==> src/wfte_pkg.sv <==
package wfte_pkg;

    localparam int  TABLE_SLOTS_DEF = 16;
    localparam logic [15:0] LIFETIME_RESET = 16'd60;

    localparam logic KIND_CHECK = 1'b0;
    localparam logic KIND_ADD   = 1'b1;

    typedef struct packed {
        logic [31:0] src_ip;
        logic [31:0] dst_ip;
        logic [7:0]  protocol;
        logic [15:0] src_port;
        logic [15:0] dst_port;
    } t_tuple;

    typedef struct packed {
        t_tuple      tuple;
        logic [31:0] expiry;
    } t_entry;

    localparam int ENTRY_W = $bits(t_entry);

    typedef struct packed {
        logic match;
        logic expired;
    } t_cmp_res;

    typedef enum logic [1:0] {
        S_IDLE,
        S_SCAN,
        S_LAST,
        S_FIN
    } t_state;

endpackage

==> src/wfte_ram.sv <==
module wfte_ram #(
    parameter int WIDTH = 8,
    parameter int DEPTH = 16,
    parameter int AW    = (DEPTH > 1) ? $clog2(DEPTH) : 1
) (
    input  logic             i_clk,
    input  logic             i_we,
    input  logic [AW-1:0]    i_waddr,
    input  logic [WIDTH-1:0] i_wdata,
    input  logic [AW-1:0]    i_raddr,
    output logic [WIDTH-1:0] o_rdata
);

    logic [WIDTH-1:0] r_mem [DEPTH];
    logic [WIDTH-1:0] r_rdata;

    always_ff @(posedge i_clk) begin
        if (i_we) begin
            r_mem[i_waddr] <= i_wdata;
        end
        r_rdata <= r_mem[i_raddr];
    end

    assign o_rdata = r_rdata;

endmodule

==> src/wfte_cmp.sv <==
module wfte_cmp
    import wfte_pkg::*;
(
    input  t_tuple      i_probe,
    input  logic [31:0] i_now,
    input  t_entry      i_entry,
    output t_cmp_res    o_res
);

    logic ok_sip;
    logic ok_dip;
    logic ok_pr;
    logic ok_sp;
    logic ok_dp;

    // A stored field of zero matches any probe value.
    assign ok_sip = (i_entry.tuple.src_ip == '0)   || (i_entry.tuple.src_ip == i_probe.src_ip);
    assign ok_dip = (i_entry.tuple.dst_ip == '0)   || (i_entry.tuple.dst_ip == i_probe.dst_ip);
    assign ok_pr  = (i_entry.tuple.protocol == '0) ||
                    (i_entry.tuple.protocol == i_probe.protocol);
    assign ok_sp  = (i_entry.tuple.src_port == '0) ||
                    (i_entry.tuple.src_port == i_probe.src_port);
    assign ok_dp  = (i_entry.tuple.dst_port == '0) ||
                    (i_entry.tuple.dst_port == i_probe.dst_port);

    assign o_res.match   = ok_sip && ok_dip && ok_pr && ok_sp && ok_dp;
    assign o_res.expired = (i_entry.expiry <= i_now);

endmodule

==> src/wildcard_flow_table_with_expiry_unit.sv <==
// Flow table with wildcard fields and per-entry expiry for a stateful firewall.
// A command is transferred at a rising edge where start is high and busy is low.
// i_kind selects a check of the tuple or an add of a new flow entry, whose
// expiry is i_now_seconds plus the lifetime. Each command produces one
// result: o_granted, valid for exactly one cycle while o_done is high.
// The receiver cannot stall. A command walks the slot memory one slot per
// cycle through one shared compare unit and the states S_SCAN, S_LAST and
// S_FIN; o_done is registered from S_FIN. Busy drops as o_done rises, so
// a new command may be transferred in the cycle o_done is shown, but not
// before the previous command is done.
// The lifetime register is written through i_cfg_we and i_cfg_wdata; the user
// must write it only while idle (not enforced). It resets to 60 seconds.
// Reset empties the table by clearing the slot valid flags; the slot memory
// itself is not cleared and needs no clearing pass.
module wildcard_flow_table_with_expiry_unit
    import wfte_pkg::*;
#(
    parameter int TABLE_SLOTS = TABLE_SLOTS_DEF
) (
    input  logic        i_clk,
    input  logic        i_rst_n,
    input  logic        start,
    output logic        busy,
    input  logic        i_kind,
    input  logic [31:0] i_src_ip,
    input  logic [31:0] i_dst_ip,
    input  logic [7:0]  i_protocol,
    input  logic [15:0] i_src_port,
    input  logic [15:0] i_dst_port,
    input  logic [31:0] i_now_seconds,
    input  logic        i_cfg_we,
    input  logic [15:0] i_cfg_wdata,
    output logic        o_done,
    output logic        o_granted
);

    localparam int IDX_W = (TABLE_SLOTS > 1) ? $clog2(TABLE_SLOTS) : 1;
    localparam logic [IDX_W-1:0] LAST_IDX = IDX_W'(TABLE_SLOTS - 1);

    t_state r_state;
    t_state n_state;

    logic [15:0]            r_life;
    logic                   r_kind;
    t_tuple                 r_probe;
    logic [31:0]            r_now;
    logic [31:0]            r_new_exp;
    logic [IDX_W-1:0]       r_cnt;
    logic [IDX_W-1:0]       r_pidx;
    logic                   r_pend;
    logic [TABLE_SLOTS-1:0] r_used;
    logic [TABLE_SLOTS-1:0] r_exp_mask;
    logic                   r_grant;
    logic                   r_free_found;
    logic [IDX_W-1:0]       r_free_idx;
    logic                   r_exp_found;
    logic [IDX_W-1:0]       r_exp_idx;
    logic                   r_done;
    logic                   r_granted;

    logic        accept;
    logic        scan;
    logic        eval;
    logic        fin;
    logic [32:0] exp_sum;
    logic        ram_we;
    logic [IDX_W-1:0] ram_waddr;
    t_entry      ram_wdata;
    t_entry      ram_rdata;
    t_cmp_res    cmp_res;

    assign accept  = start && !busy;
    assign exp_sum = {1'b0, i_now_seconds} + {17'b0, r_life};

    always_comb begin
        n_state = r_state;
        case (r_state)
            S_IDLE: begin
                if (accept) begin
                    n_state = S_SCAN;
                end
            end
            S_SCAN: begin
                if (r_cnt == LAST_IDX) begin
                    n_state = S_LAST;
                end
            end
            S_LAST: begin
                n_state = S_FIN;
            end
            S_FIN: begin
                n_state = S_IDLE;
            end
            default: begin
                n_state = S_IDLE;
            end
        endcase
    end

    always_comb begin
        busy = 1'b1;
        scan = 1'b0;
        eval = 1'b0;
        fin  = 1'b0;
        case (r_state)
            S_IDLE: begin
                busy = 1'b0;
            end
            S_SCAN: begin
                scan = 1'b1;
                eval = r_pend;
            end
            S_LAST: begin
                eval = r_pend;
            end
            S_FIN: begin
                fin = 1'b1;
            end
            default: begin
                busy = 1'b1;
            end
        endcase
    end

    always_comb begin
        ram_we    = 1'b0;
        ram_waddr = r_free_idx;
        if (fin && (r_kind == KIND_ADD)) begin
            if (r_free_found) begin
                ram_we = 1'b1;
            end else if (r_exp_found) begin
                ram_we    = 1'b1;
                ram_waddr = r_exp_idx;
            end
        end
        ram_wdata.tuple  = r_probe;
        ram_wdata.expiry = r_new_exp;
    end

    wfte_ram #(
        .WIDTH (ENTRY_W),
        .DEPTH (TABLE_SLOTS),
        .AW    (IDX_W)
    ) u_ram (
        .i_clk   (i_clk),
        .i_we    (ram_we),
        .i_waddr (ram_waddr),
        .i_wdata (ram_wdata),
        .i_raddr (r_cnt),
        .o_rdata (ram_rdata)
    );

    wfte_cmp u_cmp (
        .i_probe (r_probe),
        .i_now   (r_now),
        .i_entry (ram_rdata),
        .o_res   (cmp_res)
    );

    always_ff @(posedge i_clk) begin
        if (!i_rst_n) begin
            r_state <= S_IDLE;
            r_life  <= LIFETIME_RESET;
            r_used  <= '0;
            r_pend  <= 1'b0;
            r_cnt   <= '0;
            r_done  <= 1'b0;
        end else begin
            r_state <= n_state;
            r_done  <= fin;
            if (i_cfg_we) begin
                r_life <= i_cfg_wdata;
            end
            if (accept) begin
                r_cnt        <= '0;
                r_pend       <= 1'b0;
                r_grant      <= 1'b0;
                r_free_found <= 1'b0;
                r_exp_found  <= 1'b0;
                r_exp_mask   <= '0;
            end
            if (scan) begin
                r_pend <= 1'b1;
                r_pidx <= r_cnt;
                if (r_cnt != LAST_IDX) begin
                    r_cnt <= r_cnt + 1'b1;
                end
            end else if (r_state == S_LAST) begin
                r_pend <= 1'b0;
            end
            if (eval) begin
                if (r_used[r_pidx]) begin
                    if (r_kind == KIND_CHECK) begin
                        if (cmp_res.match) begin
                            if (cmp_res.expired) begin
                                r_used[r_pidx] <= 1'b0;
                            end else begin
                                r_grant <= 1'b1;
                            end
                        end
                    end else if (cmp_res.expired) begin
                        r_exp_mask[r_pidx] <= 1'b1;
                        if (!r_exp_found) begin
                            r_exp_found <= 1'b1;
                            r_exp_idx   <= r_pidx;
                        end
                    end
                end else if ((r_kind == KIND_ADD) && !r_free_found) begin
                    r_free_found <= 1'b1;
                    r_free_idx   <= r_pidx;
                end
            end
            if (fin) begin
                r_cnt <= '0;
                if (r_kind == KIND_CHECK) begin
                    r_granted <= r_grant;
                end else if (r_free_found) begin
                    r_used[r_free_idx] <= 1'b1;
                    r_granted          <= 1'b1;
                end else if (r_exp_found) begin
                    // Full table: reclaim every expired slot, then take the lowest one.
                    r_used <= (r_used & ~r_exp_mask) |
                              (TABLE_SLOTS'(1) << r_exp_idx);
                    r_granted <= 1'b1;
                end else begin
                    r_granted <= 1'b0;
                end
            end
        end
    end

    always_ff @(posedge i_clk) begin
        if (accept) begin
            r_kind    <= i_kind;
            r_probe   <= '{i_src_ip, i_dst_ip, i_protocol, i_src_port, i_dst_port};
            r_now     <= i_now_seconds;
            r_new_exp <= exp_sum[32] ? 32'hFFFF_FFFF : exp_sum[31:0];
        end
    end

    assign o_done    = r_done;
    assign o_granted = r_granted;

`ifndef NO_ASSERTIONS
    a_done_after_fin: assert property (@(posedge i_clk) disable iff (!i_rst_n)
        r_done |-> $past(r_state == S_FIN))
        else $error("result strobe without a finished scan");

    a_done_idle: assert property (@(posedge i_clk) disable iff (!i_rst_n)
        r_done |-> !busy)
        else $error("result strobe while still busy");

    a_add_sets_used: assert property (@(posedge i_clk) disable iff (!i_rst_n)
        (fin && (r_kind == KIND_ADD) && r_free_found) |=> r_used[$past(r_free_idx)])
        else $error("granted add left its slot unused");

    a_no_write_on_check: assert property (@(posedge i_clk) disable iff (!i_rst_n)
        ram_we |-> (fin && (r_kind == KIND_ADD)))
        else $error("slot memory written outside an add");
`endif

endmodule
==> config.mk <==
export PLATFORM = sky130hd
export DESIGN_NAME = wildcard_flow_table_with_expiry_unit
export DESIGN_NICKNAME = d
export VERILOG_FILES = /design/src/wfte_pkg.sv /design/src/wfte_ram.sv /design/src/wfte_cmp.sv /design/src/wildcard_flow_table_with_expiry_unit.sv
export SDC_FILE = /design/constraint.sdc
export NUM_CORES = 2
export LEC_CHECK = 0
export BUFFER_PORTS_ARGS = -buffer_cell sky130_fd_sc_hd__buf_4
export CORE_MARGIN = 2
export CORE_UTILIZATION = 35
export DETAILED_ROUTE_END_ITERATION = 12
export PLACE_DENSITY_LB_ADDON = 0.08
export RECOVER_POWER = 50
export SETUP_SLACK_MARGIN = 0.05
export SLEW_MARGIN = 20
export SYNTH_ARGS = -nofsm -noshare
export SYNTH_HDL_FRONTEND = slang
export SYNTH_SLANG_ARGS = --single-unit
==> constraint.sdc <==
create_clock -name i_clk -period 7.9 [get_ports i_clk]
set_input_delay 0.395 -clock i_clk [delete_from_list [all_inputs] [get_ports i_clk]]
set_output_delay 0.395 -clock i_clk [all_outputs]
set_load 0.02 [all_outputs]
==> results.yml <==
status:
  outcome: "finished with violations"
  failed_checks: "max-capacitance violations, max-slew violations"
power_and_ir_drop:
  power_frac_comb_pct: 13.6
  swShare_pct: 25.9
  p_per_area_mw_per_mm2: 312
  p_int_uw: 26100
  power_switching_uw: 9100
  finalPower_uw: 35200
  clkPwrFrac_pct: 37.0
  p_seq_share_pct: 49.4
  peakVddDrop_uv: 202
  p_leak_uw: 0.0348
timing:
  slew_violations: 286
  tns_ns: 0
  slew-limit-headroom_pct: -140
  finalHoldViolCount: 0
  holdWs_ns: 0.249
  worst_slew_pin_slew_ns: 3.60
  fmax_mhz: 174
  finalSetupViolCount: 0
  layout_setup_ws_ns: 2.17
  clock_skew_ns: 0.0403
  rsz0062_at_grt: "false"
  timing.final.crit_share_pct: 72.5
  period_minus_slack_ns: 5.73
setup_path:
  cp-end-kind: "flip-flop"
  critPathMaxFanout: 44
  crit_cells: 7
  critPathMaxStageDelay_ns: 2.36
  worstPathArrival_ns: 6.53
  crit_path_cell_trace: "clkbuf_1, ha_1, nand3_1, nand2_1, nand2_1, mux2_2, nor2_1"
  r2r_end: "r_cnt[0]$_SDFF_PP0_"
  reg2reg_slack_ns: 2.17
  cp_common_cell: "nand2_1"
  worstSetupPathType: "reg2reg"
  cp-endpoint: "r_cnt[0]$_SDFF_PP0_"
  critPathBufInv: 1
  rr_startpoint: "r_cnt[1]$_SDFF_PP0_"
  required_ns: 8.70
  crit_slowest_cell: "clkbuf_1"
  crit_path_start_kind: "flip-flop"
  crit_family: "buffers and inverters"
  rr_worst_depth: 7
  cp-startpoint: "r_cnt[1]$_SDFF_PP0_"
clock_network:
  clock_sinks: 2553
  path_clk_slew_ns: 0.06
  cts_tree: "built"
  insertion_delay_ns: 0.89
  cts_resized: 0
  cts_max_level: 5
  cts_setup_buffers: 0
  cts_max_path_buffers: 4
  root_buffer: "clkbuf_16"
  cts_buffers: 291
route:
  drtAntennaViolNets: 0
  wl_per_cell_microns: 29.1
  routed_via_density: 5.21
  num_vias: 44524
  drt-initial-drc-count: 3681
  first_pass_iters: 8
  routed_wl_microns: 248000
  drt_drc_violations_left: 0
synth:
  ys_types: 64
  syn_avg_cell_area_sq_um: 22.9
  synth_top_area_share_pct: 74.2
  synth_edf_count: 2377
  yosysTopAreaCell: "edfxtp_1"
  syn_area_sq_mm: 0.0962
  yosysSeqAreaShare_pct: 77.9
  ys_ff_latch: 2553
  syn_inst: 4198
  synthFlopType: "edfxtp_1"
  synth_warnings: 0
  async_flop_share_pct: 0
  syn_nets: 4410
  yosys-top-cells-area: "edfxtp_1, mux4_2, dfxtp_1, xor2_1, ha_1"
global_routing:
  grt.total_usage_pct: 17.7
  grt_overflow_total: 0
  grt_pass1_wl_microns: 355000
  grt_pass1_vias: 47010
  antenna_found_initial: 13
  grt_max_degree: 110
floorplan:
  coreArea_sq_mm: 0.274
  fp.dieH_microns: 528
  rows: 192
  fp.dieW_microns: 528
  ios: 160
  die_area_sq_mm: 0.279
  floorplan.initialDensity_pct: 35.2
placement:
  io_buffers: 159
  preCtsSetupSlack_ns: 3.43
  dp_hpwl_microns: 126000
  gp_congestion: 0.753
  place_area_sq_mm: 0.102
cells_and_area:
  drive_gt1_share_pct: 25.5
  nets: 4934
  syn_to_final_growth_pct: 17.2
  fill_cells: 23902
  fin_area_sq_mm: 0.113
run:
  max_cap_viol_count: 6
hold_path:
  hold_class: "in2reg"
  worstHoldPathCells: 2
[routing by layer]
layer	vias to the layer above	global-route usage, %	part of all wire (%)
met1	24345	25.6	46
met3	319	2.67	4.1
li1	18846	-	-
met5	-	0	0
met2	1014	28.4	48
met4	0	3.84	2.0
[sequential cells by signal, summed over array words and instances (netlist names), 2 cells and up]
name and cells:
u_ram.r_mem 2176, u_ram.o_rdata 136, r_probe 104, r_new_exp 32, r_now 32, r_exp_mask 16, r_life 16, r_used 16
r_cnt 4, r_exp_idx 4, r_free_idx 4, r_pidx 4, r_state 2
[kinds of logic after synthesis]
family	Yosys count	synth area share [%]
AND/OR/NAND/NOR	331	1.82
buffers and inverters	235	0.960
AO/OA/AOI/OAI	194	1.37
flip-flops	2553	77.9
XOR/XNOR	121	1.10
adder cells (fa/ha/maj)	55	0.723
multiplexers	709	16.2
[stage by stage]
step | utilization [%] | instances
3_3_place_gp | 37.4 | 7844
3_5_place_dp | 37.4 | 7844
4_1_cts | 41.4 | 8547
2_1_floorplan | - | 4198
5_1_grt | 41.2 | 8548
6_report | 41.2 | 8550
[worst min-delay path by stage]
stage,from,to,slack [ns]
2_1_floorplan,r_cnt[2]$_SDFF_PP0_,r_pidx[2]$_DFFE_PP_,0.41
3_3_place_gp,r_life[5]$_SDFFE_PN1P_,r_life[5]$_SDFFE_PN1P_,0.47
3_5_place_dp,r_life[3]$_SDFFE_PN1P_,r_life[3]$_SDFFE_PN1P_,0.48
4_1_cts,i_rst_n,r_exp_mask[11]$_DFFE_PP_,0.06
5_1_grt,i_src_ip[4],r_probe[76]$_DFFE_PP_,0.20
6_report,i_src_ip[0],r_probe[72]$_DFFE_PP_,0.25
[repair_timing]
action,CTS,global route
endpoints found under the setup margin,0,0
hold endpoints to repair,171,0
hold buffers,174,0
[area by class of cell]
| class | instances | area, sq um | share of cell area, % |
|---|---|---|---|
| diodes | 3 | 7.51 | 0.00666 |
| clock buffers | 391 | 8030 | 7.12 |
| clock inverters | 138 | 1190 | 1.06 |
| inverters | 52 | 203 | 0.180 |
| multi-input cells | 1410 | 20500 | 18.2 |
| flip-flops and latches | 2553 | 74900 | 66.4 |
| well taps | 3589 | 4490 | 3.98 |
| repair buffers | 414 | 3410 | 3.03 |
[cell usage in the layout (no fill, tap or decap), types with 27 or more instances in the layout]
cell type	n
nand2_1	91
clkbuf_1	173
inv_1	51
dfxtp_1	174
clkbuf_8	31
buf_4	69
mux2i_1	27
a21oi_1	47
nor2b_1	29
clkbuf_16	294
edfxtp_1	2377
dlygate4sd3_1	174
o21ai_0	31
ha_1	54
clkbuf_4	41
xor2_1	115
nor4_1	49
mux4_2	675
clkinv_2	52
clkinv_1	44
[worst register-to-register path, delay by kind of cell, from the launching register on]
family	cells	cell delay, ns
adder cells (fa/ha/maj)	1	0.56
multiplexers	1	0.33
buffers and inverters	1	2.37
AND/OR/NAND/NOR	4	0.75
flip-flops	1	1.65
[power by group through the flow]
| stage | Combinational, uW | Clock, uW | Sequential (uW) |
|---|---|---|---|
| 6_report | 4770 | 13000 | 17400 |
| 4_1_cts | 4950 | 13400 | 17400 |
| 2_1_floorplan | 3450 | 0 | 17100 |
| 3_3_place_gp | 4870 | 0 | 17600 |
| 5_1_grt | 5190 | 14000 | 17500 |
| 3_5_place_dp | 4850 | 0 | 17700 |
[cell usage after synthesis (8+ instances only)]
cell type,number
a21o_1,13
inv_1,52
nand4_1,21
a211oi_1,12
clkbuf_1,104
buf_2,21
a21oi_1,47
and3_1,8
mux2i_1,27
nor2b_1,29
nand2b_1,9
dfxtp_1,176
o21ai_0,31
nand2_1,91
nor2_1,41
a32o_1,10
o22ai_1,13
nor3_1,10
nand3_1,24
nor4_1,49
a31oi_1,14
and2_1,17
edfxtp_1,2377
xor2_1,115
ha_1,54
mux4_2,675
buf_1,56
or3_1,10
No activity file was read; power rests on OpenSTA's default activity.
